--- src/rtl/core/mtes_pkg.sv ---
// Shared types, constants and helpers of the MIDI track event serializer.
// Used by the front end, the job queue and the byte sequencer; no dependencies.
package mtes_pkg;

    // Field widths fixed by the item format
    localparam int FIELD_TIME_W = 28;
    localparam int LEN_W        = 28;

    // Job queue between front end and sequencer (power of two)
    localparam int QUEUE_DEPTH = 4;

    // Byte slots of one job, in emission order
    localparam int SLOT_DLT3 = 0;
    localparam int SLOT_DLT0 = 3;
    localparam int SLOT_STAT = 4;
    localparam int SLOT_D0   = 5;
    localparam int SLOT_D1   = 6;
    localparam int SLOT_LEN3 = 7;
    localparam int SLOT_LEN0 = 10;
    localparam int NUM_SLOTS = 11;

    // Status codes and high nibbles
    localparam logic [7:0] STATUS_SYS  = 8'hF0;
    localparam logic [7:0] STATUS_META = 8'hFF;
    localparam logic [3:0] NIB_NOTE_OFF  = 4'h8;
    localparam logic [3:0] NIB_NOTE_ON   = 4'h9;
    localparam logic [3:0] NIB_POLY_AT   = 4'hA;
    localparam logic [3:0] NIB_CTRL      = 4'hB;
    localparam logic [3:0] NIB_PROGRAM   = 4'hC;
    localparam logic [3:0] NIB_CHAN_AT   = 4'hD;
    localparam logic [3:0] NIB_PITCH     = 4'hE;
    localparam logic [3:0] NIB_SYSTEM    = 4'hF;

    // Continuation flag of a VLQ byte
    localparam logic VLQ_MORE = 1'b1;

    // One queued job: which slots to emit and the values behind them
    typedef struct packed {
        logic [NUM_SLOTS-1:0] mask;
        logic [LEN_W-1:0]     delta;
        logic [7:0]           status;
        logic [7:0]           d0;
        logic [6:0]           d1;
        logic [LEN_W-1:0]     plen;
    } t_job;

    // Queue flags seen by the front end and the sequencer
    typedef struct packed {
        logic full;
        logic empty;
    } t_q_stat;

    // Bit k set when 7-bit group k of the VLQ is present (group 0 always)
    function automatic logic [3:0] vlq_en(input logic [LEN_W-1:0] v);
        logic [3:0] en;
        en[0] = 1'b1;
        en[1] = |v[LEN_W-1:7];
        en[2] = |v[LEN_W-1:14];
        en[3] = |v[LEN_W-1:21];
        return en;
    endfunction

    // Byte of VLQ group k; every group but the lowest carries the more flag
    function automatic logic [7:0] vlq_byte(input logic [LEN_W-1:0] v,
                                            input logic [1:0] k);
        logic [7:0] b;
        unique case (k)
            2'd0: b = {~VLQ_MORE, v[6:0]};
            2'd1: b = {VLQ_MORE, v[13:7]};
            2'd2: b = {VLQ_MORE, v[20:14]};
            2'd3: b = {VLQ_MORE, v[27:21]};
            default: b = '0;
        endcase
        return b;
    endfunction

endpackage

--- src/rtl/core/mtes_front.sv ---
// Front end: accepts items, tracks running time and status, builds jobs.
// Depends on mtes_pkg.
module mtes_front #(
    parameter int TIME_BITS = 28
) (
    input  logic                               i_clk,
    input  logic                               i_rst_n,
    input  logic                               i_accept,
    input  logic                               i_kind,
    input  logic                               i_new_track,
    input  logic [mtes_pkg::FIELD_TIME_W-1:0]  i_event_time,
    input  logic [7:0]                         i_status_byte,
    input  logic [7:0]                         i_data_first,
    input  logic [6:0]                         i_data_second,
    input  logic [mtes_pkg::LEN_W-1:0]         i_payload_len,
    input  logic [7:0]                         i_payload_byte,
    output mtes_pkg::t_job                     o_job
);

    logic [TIME_BITS-1:0] r_time, n_time;
    logic [7:0]           r_status, n_status;

    logic [TIME_BITS-1:0]        base_time;
    logic [7:0]                  base_status;
    logic [TIME_BITS-1:0]        delta;
    logic [mtes_pkg::LEN_W-1:0]  delta_ext;
    logic [3:0]                  dlt_en;
    logic [3:0]                  len_en;
    logic [3:0]                  hi;
    logic                        two_data;
    logic                        one_data;
    logic                        sys_evt;

    // Delta against the previous event, wrapping at TIME_BITS
    always_comb begin
        base_time   = i_new_track ? '0 : r_time;
        base_status = i_new_track ? '0 : r_status;
        delta       = i_event_time[TIME_BITS-1:0] - base_time;
        delta_ext   = mtes_pkg::LEN_W'(delta);
        dlt_en      = mtes_pkg::vlq_en(delta_ext);
        len_en      = mtes_pkg::vlq_en(i_payload_len);
    end

    // Classify by high nibble
    always_comb begin
        hi       = i_status_byte[7:4];
        two_data = 1'b0;
        one_data = 1'b0;
        sys_evt  = 1'b0;
        unique case (hi)
            mtes_pkg::NIB_NOTE_OFF, mtes_pkg::NIB_NOTE_ON, mtes_pkg::NIB_POLY_AT,
            mtes_pkg::NIB_CTRL, mtes_pkg::NIB_PITCH: two_data = 1'b1;
            mtes_pkg::NIB_PROGRAM, mtes_pkg::NIB_CHAN_AT: one_data = 1'b1;
            mtes_pkg::NIB_SYSTEM: sys_evt = 1'b1;
            default: ;
        endcase
    end

    // Job descriptor
    always_comb begin
        o_job        = '0;
        o_job.delta  = delta_ext;
        o_job.d0     = i_data_first;
        o_job.d1     = i_data_second;
        o_job.plen   = i_payload_len;
        if (i_kind) begin
            // payload byte rides in the status slot alone
            o_job.status                   = i_payload_byte;
            o_job.mask[mtes_pkg::SLOT_STAT] = 1'b1;
        end else begin
            o_job.status = i_status_byte;
            for (int k = 0; k < 4; k++) begin
                o_job.mask[mtes_pkg::SLOT_DLT0-k] = dlt_en[k];
                o_job.mask[mtes_pkg::SLOT_LEN0-k] = sys_evt & len_en[k];
            end
            o_job.mask[mtes_pkg::SLOT_STAT] = (i_status_byte != base_status) ||
                                             (i_status_byte >= mtes_pkg::STATUS_SYS);
            o_job.mask[mtes_pkg::SLOT_D0]   = two_data | one_data |
                                             (i_status_byte == mtes_pkg::STATUS_META);
            o_job.mask[mtes_pkg::SLOT_D1]   = two_data;
        end
    end

    // Track state, updated by header items only
    always_comb begin
        n_time   = r_time;
        n_status = r_status;
        if (i_accept && !i_kind) begin
            n_time   = i_event_time[TIME_BITS-1:0];
            n_status = i_status_byte;
        end
    end

    always_ff @(posedge i_clk) begin
        if (!i_rst_n) begin
            r_time   <= '0;
            r_status <= '0;
        end else begin
            r_time   <= n_time;
            r_status <= n_status;
        end
    end

endmodule

--- src/rtl/core/mtes_queue.sv ---
// Short job queue that decouples the front end from the byte sequencer.
// Depends on mtes_pkg.
module mtes_queue (
    input  logic              i_clk,
    input  logic              i_rst_n,
    input  logic              i_push,
    input  mtes_pkg::t_job    i_job,
    input  logic              i_pop,
    output mtes_pkg::t_job    o_job,
    output mtes_pkg::t_q_stat o_stat
);

    localparam int PTR_W = $clog2(mtes_pkg::QUEUE_DEPTH);
    localparam int CNT_W = $clog2(mtes_pkg::QUEUE_DEPTH + 1);

    mtes_pkg::t_job r_slots [mtes_pkg::QUEUE_DEPTH];
    logic [PTR_W-1:0] r_wr, n_wr;
    logic [PTR_W-1:0] r_rd, n_rd;
    logic [CNT_W-1:0] r_cnt, n_cnt;
    logic do_push;
    logic do_pop;

    assign o_stat.full  = (r_cnt == CNT_W'(mtes_pkg::QUEUE_DEPTH));
    assign o_stat.empty = (r_cnt == '0);
    assign o_job        = r_slots[r_rd];

    assign do_push = i_push && !o_stat.full;
    assign do_pop  = i_pop && !o_stat.empty;

    // Pointers wrap naturally, depth is a power of two
    always_comb begin
        n_wr  = do_push ? r_wr + 1'b1 : r_wr;
        n_rd  = do_pop ? r_rd + 1'b1 : r_rd;
        n_cnt = r_cnt;
        if (do_push && !do_pop) begin
            n_cnt = r_cnt + 1'b1;
        end else if (do_pop && !do_push) begin
            n_cnt = r_cnt - 1'b1;
        end
    end

    always_ff @(posedge i_clk) begin
        if (!i_rst_n) begin
            r_wr  <= '0;
            r_rd  <= '0;
            r_cnt <= '0;
        end else begin
            r_wr  <= n_wr;
            r_rd  <= n_rd;
            r_cnt <= n_cnt;
        end
    end

    // Storage
    always_ff @(posedge i_clk) begin
        if (do_push) begin
            r_slots[r_wr] <= i_job;
        end
    end

    // Fill level stays within the depth
    a_cnt_range: assert property (@(posedge i_clk) disable iff (!i_rst_n)
        r_cnt <= CNT_W'(mtes_pkg::QUEUE_DEPTH))
        else $error("queue count over depth");

    // Pointers agree with the fill level
    a_ptr_cnt: assert property (@(posedge i_clk) disable iff (!i_rst_n)
        PTR_W'(r_wr - r_rd) == PTR_W'(r_cnt))
        else $error("queue pointers disagree with count");

endmodule

--- src/rtl/core/mtes_back.sv ---
// Byte sequencer: walks the slots of each job and drives the output register.
// Depends on mtes_pkg.
module mtes_back (
    input  logic              i_clk,
    input  logic              i_rst_n,
    input  mtes_pkg::t_job    i_job,
    input  mtes_pkg::t_q_stat i_q_stat,
    output logic              o_q_pop,
    input  logic              i_pop,
    output logic              o_valid,
    output logic [7:0]        o_byte,
    output logic              o_last
);

    logic                                r_busy, n_busy;
    mtes_pkg::t_job                      r_job, n_job;
    logic                                r_out_valid, n_out_valid;
    logic [7:0]                          r_out_byte, n_out_byte;
    logic                                r_out_last, n_out_last;

    logic [mtes_pkg::NUM_SLOTS-1:0] pick;
    logic [mtes_pkg::NUM_SLOTS-1:0] rest;
    logic [7:0]                     pick_byte;
    logic                           out_free;
    logic                           step;
    logic                           done;
    logic                           take;

    // Byte held by a slot of the current job
    function automatic logic [7:0] slot_byte(input mtes_pkg::t_job j, input int s);
        logic [7:0] b;
        if (s <= mtes_pkg::SLOT_DLT0) begin
            b = mtes_pkg::vlq_byte(j.delta, 2'(mtes_pkg::SLOT_DLT0 - s));
        end else if (s == mtes_pkg::SLOT_STAT) begin
            b = j.status;
        end else if (s == mtes_pkg::SLOT_D0) begin
            b = j.d0;
        end else if (s == mtes_pkg::SLOT_D1) begin
            b = {1'b0, j.d1};
        end else begin
            b = mtes_pkg::vlq_byte(j.plen, 2'(mtes_pkg::SLOT_LEN0 - s));
        end
        return b;
    endfunction

    // Lowest pending slot goes next
    always_comb begin
        pick      = r_job.mask & (~r_job.mask + 1'b1);
        rest      = r_job.mask & ~pick;
        pick_byte = '0;
        for (int s = 0; s < mtes_pkg::NUM_SLOTS; s++) begin
            pick_byte = pick_byte | ({8{pick[s]}} & slot_byte(r_job, s));
        end
    end

    assign out_free = !r_out_valid || i_pop;
    assign step     = r_busy && out_free;
    assign done     = step && (rest == '0);
    assign take     = (!r_busy || done) && !i_q_stat.empty;
    assign o_q_pop  = take;

    // Job register and output register
    always_comb begin
        n_busy      = r_busy;
        n_job       = r_job;
        n_out_valid = r_out_valid;
        n_out_byte  = r_out_byte;
        n_out_last  = r_out_last;
        if (take) begin
            n_busy = 1'b1;
            n_job  = i_job;
        end else if (step) begin
            n_job.mask = rest;
            if (done) begin
                n_busy = 1'b0;
            end
        end
        if (step) begin
            n_out_valid = 1'b1;
            n_out_byte  = pick_byte;
            n_out_last  = (rest == '0);
        end else if (i_pop) begin
            n_out_valid = 1'b0;
        end
    end

    always_ff @(posedge i_clk) begin
        if (!i_rst_n) begin
            r_busy      <= 1'b0;
            r_out_valid <= 1'b0;
        end else begin
            r_busy      <= n_busy;
            r_out_valid <= n_out_valid;
        end
    end

    always_ff @(posedge i_clk) begin
        r_job      <= n_job;
        r_out_byte <= n_out_byte;
        r_out_last <= n_out_last;
    end

    assign o_valid = r_out_valid;
    assign o_byte  = r_out_byte;
    assign o_last  = r_out_last;

    // A live job always has a byte left
    a_busy_mask: assert property (@(posedge i_clk) disable iff (!i_rst_n)
        r_busy |-> (r_job.mask != '0))
        else $error("busy with empty slot mask");

    // A loaded job is being worked on next cycle
    a_take_busy: assert property (@(posedge i_clk) disable iff (!i_rst_n)
        take |=> r_busy)
        else $error("job taken but sequencer idle");

    // A byte not taken is never dropped
    a_no_drop: assert property (@(posedge i_clk) disable iff (!i_rst_n)
        (r_out_valid && !i_pop) |=> r_out_valid)
        else $error("output byte lost");

endmodule

--- src/rtl/core/midi_track_event_serializer.sv ---
// Top level of the MIDI track event serializer: front end, job queue, sequencer.
// Depends on mtes_pkg, mtes_front, mtes_queue and mtes_back.
//
//   channel  | handshake        | payload
//   ---------+------------------+----------------------------------------------
//   input    | push / full      | i_kind, i_new_track, i_event_time, ...
//   result   | pop / empty      | o_out_byte, o_last
//
// One output byte per cycle while jobs are queued and the result side keeps popping;
// a header item yields 1 to 10 bytes, a payload item one byte.
// Items are accepted every cycle while the four-entry job queue has room.
// An item's first byte passes the job queue, job register and output register.
// Reset is synchronous, active low; clears running time, last status, queue, sequencer.
// A stalled result holds the sequencer; the queue absorbs incoming items.
module midi_track_event_serializer #(
    parameter int TIME_BITS = 28
) (
    input  logic        i_clk,
    input  logic        i_rst_n,
    input  logic        push,
    output logic        full,
    input  logic        i_kind,
    input  logic        i_new_track,
    input  logic [27:0] i_event_time,
    input  logic [7:0]  i_status_byte,
    input  logic [7:0]  i_data_first,
    input  logic [6:0]  i_data_second,
    input  logic [27:0] i_payload_len,
    input  logic [7:0]  i_payload_byte,
    output logic        empty,
    input  logic        pop,
    output logic [7:0]  o_out_byte,
    output logic        o_last
);

    mtes_pkg::t_job    front_job;
    mtes_pkg::t_job    q_job;
    mtes_pkg::t_q_stat q_stat;
    logic              accept;
    logic              q_pop;
    logic              out_valid;

    assign accept = push && !q_stat.full;
    assign full   = q_stat.full;
    assign empty  = !out_valid;

    mtes_front #(
        .TIME_BITS (TIME_BITS)
    ) u_front (
        .i_clk          (i_clk),
        .i_rst_n        (i_rst_n),
        .i_accept       (accept),
        .i_kind         (i_kind),
        .i_new_track    (i_new_track),
        .i_event_time   (i_event_time),
        .i_status_byte  (i_status_byte),
        .i_data_first   (i_data_first),
        .i_data_second  (i_data_second),
        .i_payload_len  (i_payload_len),
        .i_payload_byte (i_payload_byte),
        .o_job          (front_job)
    );

    mtes_queue u_queue (
        .i_clk   (i_clk),
        .i_rst_n (i_rst_n),
        .i_push  (accept),
        .i_job   (front_job),
        .i_pop   (q_pop),
        .o_job   (q_job),
        .o_stat  (q_stat)
    );

    mtes_back u_back (
        .i_clk    (i_clk),
        .i_rst_n  (i_rst_n),
        .i_job    (q_job),
        .i_q_stat (q_stat),
        .o_q_pop  (q_pop),
        .i_pop    (pop),
        .o_valid  (out_valid),
        .o_byte   (o_out_byte),
        .o_last   (o_last)
    );

endmodule

--- config.mk ---
export PLATFORM = sky130hd
export DESIGN_NAME = midi_track_event_serializer
export DESIGN_NICKNAME = d
export VERILOG_FILES = /design/src/rtl/core/mtes_pkg.sv /design/src/rtl/core/mtes_front.sv /design/src/rtl/core/mtes_queue.sv /design/src/rtl/core/mtes_back.sv /design/src/rtl/core/midi_track_event_serializer.sv
export SDC_FILE = /design/constraint.sdc
export NUM_CORES = 1
export LEC_CHECK = 0
export ABC_AREA = 0
export BUFFER_PORTS_ARGS = -buffer_cell sky130_fd_sc_hd__buf_2
export CAP_MARGIN = 20
export CORE_MARGIN = 8
export CORE_UTILIZATION = 60
export CTS_BUF_LIST = sky130_fd_sc_hd__clkbuf_2
export CTS_CLUSTER_DIAMETER = 200
export CTS_CLUSTER_SIZE = 24
export DETAILED_ROUTE_END_ITERATION = 16
export PLACE_DENSITY_LB_ADDON = 0.08
export SLEW_MARGIN = 5
export SYNTH_ARGS = -nofsm -noshare
export SYNTH_HDL_FRONTEND = slang
export SYNTH_SLANG_ARGS = --single-unit
--- constraint.sdc ---
create_clock -name i_clk -period 4.6 [get_ports i_clk]
set_input_delay 0.23 -clock i_clk [delete_from_list [all_inputs] [get_ports i_clk]]
set_output_delay 0.23 -clock i_clk [all_outputs]
set_load 0.005 [all_outputs]
### Word level (Yosys, flattened, before mapping)

Memories as Yosys holds them, arrays and structs flattened. A register that Yosys moved wholly into a read port is not among the register bits.
Cells that the tools add are included.

* memories: 1
* flip-flop bits (word level): 144
* output and inout port bits: 11
* logic and storage cells: 120
* RAM bits: 360

* mux-type cells: 22
* equality and inequality tests: 11
* magnitude comparators: 1
* add/sub/neg operators: 6
* reductions and logical operators: 34
* bitwise operators: 30

Memories
* u_queue.r_slots: words 4, width 90, rd ports 1, clocked after memory_dff 1, wr ports 1, RTL line mtes_queue.sv:16 `mtes_pkg::t_job r_slots [mtes_pkg::QUEUE_DEPTH];`

Operator list (count)
* $or A8 B8 Y8: 10
* $and A8 B8 Y8: 8
* $reduce_or A21 Y1: 2
* $eq A4 B4 Y1 const B: 8
* $mux W28: 1
* $reduce_or A14 Y1: 2
* $sub A28 B28 Y28: 1
* $and A8 B7 Y8: 3
* $and A11 B11 Y11: 2
* $mux W11: 2
* $not A11 Y11: 2
* $mux W8: 2
* $reduce_or A7 Y1: 2
* $add A11 B1 Y11 const B: 1
* $logic_not A11 Y1: 1
* $mux W1: 11
* $logic_and A1 B1 Y1: 9
* $eq A8 B8 Y1 const B: 1
* $ge A8 B8 Y1 const B: 1
* $ne A8 B8 Y1: 1
* $reduce_bool A2 Y1: 4
* $logic_not A1 Y1: 7
* $mux W3: 2
* $mux W6: 1
* other kinds (13): 20

### Logic depth before layout (Yosys ltp)

Gate-level depths: netlist of the first run.

* depth after elaboration: 14
* mapped depth: 15

### By module

Synthesis of the first run repeated with hierarchy kept, for this count alone.

* cells, all modules: 1356
* area total of the unflattened synthesis: 21749.6 µm²

Modules (own cells, without submodules)
* mtes_queue: area each 13560.5 µm², sequential area each 10990.5 µm², instances 1, cells an instance 518
* mtes_back: area each 4113.9 µm², sequential area each 3012.9 µm², instances 1, cells an instance 276
* mtes_front: area each 4057.6 µm², sequential area each 720.7 µm², instances 1, cells an instance 560
* midi_track_event_serializer: area each 17.5 µm², sequential area each 0.0 µm², instances 1, cells an instance 2

### Least setup slack after synthesis of the first run

Ideal clock, no wire load.

* path kind: flip-flop to flip-flop
* start point: register u_back.r_job[82] (netlist name)
* end point: register u_queue.r_cnt[2]
* cell stages (with the launch flop): 16
* slack: 0.448 ns
* library setup time: 0.076 ns
* period minus slack after synthesis: 4.152 ns
* arrival time: 4.077 ns
* path through: edfxtp_1 or4_1 or3_1 buf_2 nor3_2 nand2_1 maj3_2 o32ai_4 buf_4 inv_1 ha_1 inv_1 fa_1 xor2_1 or3_1 a21boi_0

* word-level cells in the longest chain between the ends: 13
* elaborated cells on any way between the ends: 15
* those cells by class: add/sub (1); mux (1); bitwise (4); reduce/logical (9)

Ends and longest elaborated chain
* start: declaration: RTL line mtes_back.sv:16 `mtes_pkg::t_job r_job, n_job;`
* start signal: assignment: RTL line mtes_back.sv:98 `r_job <= n_job;`
* $not A11 Y11: RTL line mtes_back.sv:48 `pick = r_job.mask & (~r_job.mask + 1'b1);`
* $add A11 B1 Y11: RTL line mtes_back.sv:48
* $and A11 B11 Y11: RTL line mtes_back.sv:48
* $not A11 Y11: RTL line mtes_back.sv:49 `rest = r_job.mask & ~pick;`
* $and A11 B11 Y11 (*): RTL line mtes_back.sv:49
* $logic_not A11 Y1 (*): RTL line mtes_back.sv:58 `assign done = step && (rest == '0);`
* $logic_and A1 B1 Y1 (*): RTL line mtes_back.sv:58
* $logic_or A1 B1 Y1 (*): RTL line mtes_back.sv:59 `assign take = (!r_busy || done) && !i_q_stat.empty;`
* $logic_and A1 B1 Y1 (*): RTL line mtes_back.sv:59
* via q_pop: RTL line midi_track_event_serializer.sv:40 `logic q_pop;`
* $logic_and A1 B1 Y1 (*): RTL line mtes_queue.sv:28 `assign do_pop = i_pop && !o_stat.empty;`
* $logic_not A1 Y1: RTL line mtes_queue.sv:35 `if (do_push && !do_pop) begin`
* $logic_and A1 B1 Y1: RTL line mtes_queue.sv:35
* $mux W3 or $reduce_bool A2 Y1 (tied branches)
* end signal: assignment: RTL line mtes_queue.sv:50 `r_cnt <= n_cnt;`
* end: declaration: RTL line mtes_queue.sv:19 `logic [CNT_W-1:0] r_cnt, n_cnt;`

Mark *: on every way through the listed nets, which the timed path passes. The rest lies on a longest branch.
A chain may end at the register's enable or synchronous reset.

==> key figures, run 1 <==
CTS
  • Worst-path clk slew: between 400 and 500 ps
  • CTS Buffer Depth: 3
  • Worst skew pair latency: 1000 ps
  • TritonCTS clock tree: yes
  • Htree depth: 1
  • CTS Hold Bufs: between 200 and 250
  • Total setup buffers inserted after CTS: 0
  • CTS sink cnt: 506
  • CTS resizes: 0
  • Clock root buffer: clkbuf_2
  • CTS buffer count: 25

Power
  • Tot Pwr: around 0.011 W
  • Leakage: about 8.1 nW
  • PwrDens: between 400 and 500 nW/um2
  • IR drop worst, VDD: between 300 and 400 uV

Floorplanning
  • DIE HEIGHT: just over 200 um
  • Std cell rows: just under 70
  • Initial Utilization: 0.602
  • Core area: 34200 um2
  • Die area: roughly 40000 um2
  • Ports: about 100
  • Die X: a little over 200 um

Critical path
  • Worst EP arrival: around 4800 ps
  • Crit path required time: 5380 ps
  • Crit end category: flop
  • Setup crit start kind: flop
  • Crit-path max FO: 5
  • CP Class: flop to flop

Timing
  • Final setup vio count: 0
  • Top achievable clock speed: between 200 and 300 MHz
  • Slew headroom: 0.315
  • Tmin final: between 3000 and 4000 ps
  • RSZ-0062 raised after global routing: false
  • Final period util: 0.862
  • Clk_skew: 128 ps
  • Worst slew pin tran: between 1000 and 1500 ps
  • Final max-slew violation count: 0
  • Final hold vios: 0
  • Post-Route Setup TNS: 0 ps

Finish
  • Syn-to-layout area delta: 17.4%
  • Layout Utilization: 0.707
  • Post-route cell area: ~24000 um2
  • Nets: roughly 1700
  • Share of layout cells above drive strength 1: 0.177

Placed design
  • Dpl hpwl: roughly 27000 um
  • Placed instance area: between 20000 and 25000 um2
  • Port Buffers: 103
  • Routability cong.: around 0.87

Synthesis
  • Synth Area in Compound Gates: 0.0651
  • Post-Synth Adder-Cell Area: 0.0230
  • Synth Flop Type: edfxtp_1
  • Avg Synthesized Cell Area: around 17 um2
  • Post-synthesis mux area share: 0.103
  • Cell variety after synth: 58
  • XOR/XNOR Fraction of Synth Area: 0.0145
  • Yosys warning count: 0
  • EDFF count, synth: ~460
  • Post-Syn Area: between 20000 and 25000 um2
  • Main combinational cell family by area after synthesis: multiplexers
  • Syn_nets: about 1400
  • Asr flop ratio synth: 0
  • Seq/Total Area, Yosys: 0.715
  • Mapped Cells: approximately 1200
  • Simple-Gate Fraction of Synth Area: 0.0654
  • FF+latch count, synth: 506

Drt
  • Wire per inst: approximately 22 um
  • First-iteration detailed-routing DRC count: roughly 810
  • Routed Antenna Nets: 0
  • Vias: ~12000
  • Post-Route WL: approximately 44000 um
  • Vias per cell: between 5 and 6
  • DRC viols: 0
  • Pre-antenna DRT Iters: 5

Run
  • Max-cap violations: 0

GRT
  • Largest net degree at the start of global routing: approximately 100
  • First-pass GRT wire length: 69100 um
  • Vias in the first global route: 12317
  • Initial antenna violation count: 2
  • Grt total ovfl: 0
  • Gr usage total: 0.215

Hold path
  • Hold Crit Class: input port to flop

Status
  • Outcome: finished, final reports clean
==> state kept, by name (all words and copies together) (netlist names), named ones only <==
signal	flops
u_queue.r_wr	2
u_back.r_job	90
u_back.o_valid	1
u_queue.r_slots	360
u_back.o_byte	8
u_front.r_status	8
u_queue.r_rd	2
u_back.o_last	1
u_back.r_busy	1
u_front.r_time	28
u_queue.r_cnt	3
==> logic make-up after synthesis <==
family	Yosys count
xor+xnor	34
simple gates	278
flops	506
mux	99
buf+inv	74
fa+ha+maj	37
compound gates	197
==> through the flow <==
step / hold WS [ps] / worst slack (ps) / cells
after floorplan: 329 / 448 / 1225
after global placement: 445 / 742 / 1745
after detailed placement: 450 / 687 / 1747
after CTS: 0.254 / 622 / 2010
after global routing: 23.7 / 395 / 2011
final: 124 / 636 / 2011
==> Yosys cell counts, drive strengths merged (8+ instances only) <==
cell      n  area [um2]
mux4     90        2030
xor2     10        87.6
nand3     8        40.0
a22oi    14         105
nand4     8        50.1
clkbuf   43         161
buf      10        43.8
and2     15        93.8
dfxtp    47         941
a221oi    8        70.1
o21ai    51         255
a21boi   39         293
nand2b   34         213
nor3     12        65.1
xnor2    24         210
a221o    15         150
a21oi    35         175
nor2     32         120
edfxtp  459       13800
ha       32         400
inv      21        78.8
nor2b    12        75.1
nand2   130         488
==> worst paths after layout <==
| kind | from | end | slack [ps] | depth (start not counted) |
|---|---|---|---|---|
| worst max-delay path | u_front.r_time[0]$_SDFFE_PN0P_ | u_queue.r_slots[0][81]$_DFFE_PP_ | 640 | 12 |
| worst min-delay path | i_payload_byte[4] | u_queue.r_slots[2][47]$_DFFE_PP_ | 120 | 3 |
| worst max register to register | u_front.r_time[0]$_SDFFE_PN0P_ | u_queue.r_slots[0][81]$_DFFE_PP_ | 640 | 12 |
| worst min register to register | u_queue.r_cnt[2]$_SDFFE_PN0P_ | u_queue.r_cnt[2]$_SDFFE_PN0P_ | 530 | 2 |
==> worst max-delay path, stage by stage (launching register included) <==
cell      delay, ps
dfxtp_1         410
nor2b_1         130
ha_1            200
fa_1            430
nand2b_1        180
a21oi_1         190
o21ai_0         250
o31a_1          410
o311a_1         300
or3_1           450
nor4_1          250
nor4b_2         340
a31oi_1         210
==> cells in the final DEF (no fill, tap or decap), types with 3 or more instances in the layout <==
cell / Yosys / final
xnor2_1: 24 / 24
mux2_2: 7 / 7
nor2_1: 32 / 32
nand2_1: 130 / 130
a22oi_1: 14 / 14
and2_4: 0 / 4
nand4_1: 8 / 8
nor2b_1: 12 / 12
or4_1: 3 / 3
and2_1: 15 / 11
nor3b_1: 3 / 3
dlygate4sd3_1: 0 / 218
or3_1: 4 / 4
a21boi_0: 39 / 39
a31oi_1: 7 / 7
nor3_1: 11 / 11
nand3_1: 8 / 8
inv_1: 21 / 21
ha_1: 32 / 32
mux4_2: 90 / 90
buf_4: 1 / 8
buf_2: 2 / 103
o21ai_0: 51 / 51
buf_12: 0 / 7
dfxtp_1: 47 / 45
a221oi_1: 8 / 8
edfxtp_1: 459 / 459
nor4_1: 7 / 7
nand2b_1: 34 / 34
a21oi_1: 35 / 35
a221o_1: 15 / 15
clkbuf_2: 0 / 44
o32ai_1: 3 / 3
and3_1: 4 / 4
xor2_1: 10 / 10
o211ai_1: 4 / 4
o21a_1: 3 / 3
==> routing by layer <==
metal | part of all wire | GRT usage
met1 | 0.43 | 0.294
met2 | 0.51 | 0.373
met3 | 0.045 | 0.0244
met4 | 0.016 | 0.0417
met5 | 0.00041 | 0
==> where the power goes <==
group	internal, W	switching, W	total [W]	leakage [nW]
Clock	0.000253	0.00127	0.00152	0.194
Combinational	0.00127	0.00153	0.00281	3.27
Sequential	0.00618	0.000511	0.00669	4.63
==> final cells by class <==
class	count	area [um2]
multi-input cells	645	5590
well taps	455	569
clock buffers	44	220
flip-flops and latches	506	14700
clock inverters	1	30.0
repair buffers	338	2940
fillers	2219	10000
inverters	21	78.8
diodes	1	2.50
Power figures use the tool's default switching activity.
==> run 2: changes to the inputs <==
CORE_UTILIZATION = 41   (was 60)
==> key figures, run 2 (synthesis results as in run 1) <==
Timing
  • Final setup vio count: 0 (unchanged)
  • Hold slack: 208 ps (+83.9 ps)
  • Tmin final: 4080 ps (+112 ps)
  • Clk_skew: 143 ps (+15.0 ps)
  • Top achievable clock speed: 245 MHz (-2.7%)
  • Final hold vios: 0 (unchanged)
  • Worst slew pin tran: 947 ps (-78.2 ps)
  • Final period util: 0.886 (+0.0243)
  • RSZ-0062 raised after global routing: false
  • Final max-slew violation count: 0 (unchanged)
  • Slew headroom: 0.367 (+0.0520)
  • Worst Slack Setup Final: 524 ps (-112 ps)
  • Post-Route Setup TNS: 0 ps (unchanged)

CTS
  • CTS Buffer Depth: 3 (unchanged)
  • CTS sink cnt: 506 (unchanged)
  • Htree depth: 1 (unchanged)
  • Worst-path clk slew: 450 ps (+40 ps)
  • Clock root buffer: clkbuf_2
  • TritonCTS clock tree: yes
  • Worst skew pair latency: 1070 ps (+70 ps)
  • CTS resizes: 0 (unchanged)
  • CTS buffer count: 25 (unchanged)

Power
  • IR drop worst, VDD: 367 uV (-1.9%)
  • Leakage: 8.15 nW (+0.69%)
  • Int Power: 0.00772 W (+0.11%)
  • Flop pwr share: 0.600 (-0.008)
  • Clock power frac: 0.141 (+0.003)
  • Power share of the combinational group: 0.259 (+0.004)
  • Switching share of power: 0.303 (+0.00301)
  • PwrDens: 448 nW/um2 (-1.7%)
  • Tot Pwr: 0.0111 W (+0.54%)
  • Net Switching: 0.00336 W (+1.6%)

Placed design
  • Port Buffers: 103 (unchanged)
  • Dpl hpwl: 28600 um (+7.6%)
  • Placed instance area: 22000 um2 (+1.1%)
  • Pre-CTS setup slack: 511 ps (-176 ps)
  • Routability cong.: 0.791 (-8.8%)

Hold path
  • Hold Crit Class: input port to flop

Finish
  • Most frequent cells in the layout: 459 x edfxtp_1, 249 x dlygate4sd3_1, 130 x nand2_1
  • Post-route cell area: 24700 um2 (+2.2%)
  • Fillers: 4323 (+95%)
  • Biggest register: u_queue.r_slots
  • Nets: 1693 (+1.7%)
  • Most common cell after layout, fill and taps aside: edfxtp_1
  • Largest regs: u_queue.r_slots x360, u_back.r_job x90, u_front.r_time x28
  • Area of the multi-input gates: 5590 um2 (unchanged)
  • Share of layout cells above drive strength 1: 0.173 (-0.00451)
  • Register area: 14700 um2 (unchanged)
  • Syn-to-layout area delta: 20.0%
  • Max reg flops: 360 (unchanged)

Floorplanning
  • Core area: 49900 um2 (+46%)
  • DIE HEIGHT: 240 um (+19%)
  • Die X: 240 um (+19%)
  • Std cell rows: 82 (+21%)
  • Ports: 104 (unchanged)
  • Die area: 57700 um2 (+42%)
  • Initial Utilization: 0.413 (-0.189)

GRT
  • Gr usage total: 0.163 (-0.0517)
  • Largest net degree at the start of global routing: 104 (unchanged)
  • Initial antenna violation count: 3 (+1)
  • Vias in the first global route: 12348 (+0.25%)
  • Grt total ovfl: 0 (unchanged)
  • First-pass GRT wire length: 72700 um (+5.2%)

Critical path
  • Crit path required time: 5440 ps (+60 ps)
  • Crit-path max FO: 5 (unchanged)
  • CP Class: flop to flop
  • Setup crit start kind: flop
  • Worst EP arrival: 4910 ps (+160 ps)
  • Crit end category: flop

Drt
  • First-iteration detailed-routing DRC count: 689 (-15%)
  • DRC viols: 0 (unchanged)
  • Vias: 11560 (-1.8%)
  • Routed Antenna Nets: 0 (unchanged)
  • Pre-antenna DRT Iters: 5 (unchanged)
  • Wire per inst: 20.8 um (-4.2%)
  • Post-Route WL: 47000 um (+7.5%)
  • Vias per cell: 5.12 (-12%)

Run
  • Max-cap violations: 0 (unchanged)

Status
  • Outcome: finished, final reports clean
## run 2: cell count changes in the layout (fill, tap and decap cells not counted)
cell,before,now
buf_8,1,0
dlygate4sd3_1,218,249
buf_16,1,0
diode_2,1,2
## run 2: cell type report
type | count | share of cell area
timing repair buffer | 367 | 0.130
tap | 672 | 0.0340
inverter | 21 | 0.00319
clock buffer | 44 | 0.00891
clock inverter | 1 | 0.00122
antenna | 2 | 0.000203
sequential | 506 | 0.596
multi-input combinational | 645 | 0.226
## run 2: stage by stage
step,instances,util
6_report,2258,0.496
4_1_cts,2256,0.495
3_3_place_gp,1962,0.440
3_5_place_dp,1962,0.440
2_1_floorplan,1225,-
5_1_grt,2258,0.496
## run 2: what timing repair did
item,CTS,global route
hold buffers,249,0
setup buffers,0,0
endpoints found under the setup margin,0,0
endpoints found under the hold margin,441,0
## run 2: per-layer routing
layer / track usage / up-vias / wire length, um / share of wire
li1: - / 5483 / - / -
met1: 0.218 / 5867 / 21000 / 0.45
met2: 0.290 / 154 / 24000 / 0.51
met3: 0.0147 / 52 / 1150 / 0.025
met4: 0.0335 / 4 / 784 / 0.017
met5: 0 / - / 22 / 0.00047
## run 2: power groups by stage
| stage | registers, W | logic (W) | clock network (W) |
|---|---|---|---|
| 5_1_grt | 0.00676 | 0.00314 | 0.00178 |
| 3_5_place_dp | 0.00679 | 0.00275 | 0 |
| 4_1_cts | 0.00668 | 0.00294 | 0.00165 |
| 2_1_floorplan | 0.00649 | 0.00193 | 0 |
| 6_report | 0.00665 | 0.00287 | 0.00156 |
| 3_3_place_gp | 0.00678 | 0.00272 | 0 |
## run 2: worst max-delay path, stage by stage, from the launching register on
cell and delay, ps:
dfxtp_1 410, nor2b_1 130, ha_1 210, fa_1 420
nand2b_1 180, a21oi_1 210, o21ai_0 270, o31a_1 410
o311a_1 300, or3_1 440, nor4_1 330, nor4b_2 350
a31oi_1 200
## run 2: path summary, 6_finish.rpt
check             slack [ps]  cells past startpoint                           start                                to
setup / recovery         520                     12  u_front.r_time[0]$_SDFFE_PN0P_  u_queue.r_slots[1][81]$_DFFE_PP_
hold / removal           210                      3                i_status_byte[2]  u_queue.r_slots[0][45]$_DFFE_PP_
setup reg to reg         520                     12  u_front.r_time[0]$_SDFFE_PN0P_  u_queue.r_slots[1][81]$_DFFE_PP_
hold reg to reg          530                      2   u_queue.r_cnt[2]$_SDFFE_PN0P_     u_queue.r_cnt[2]$_SDFFE_PN0P_
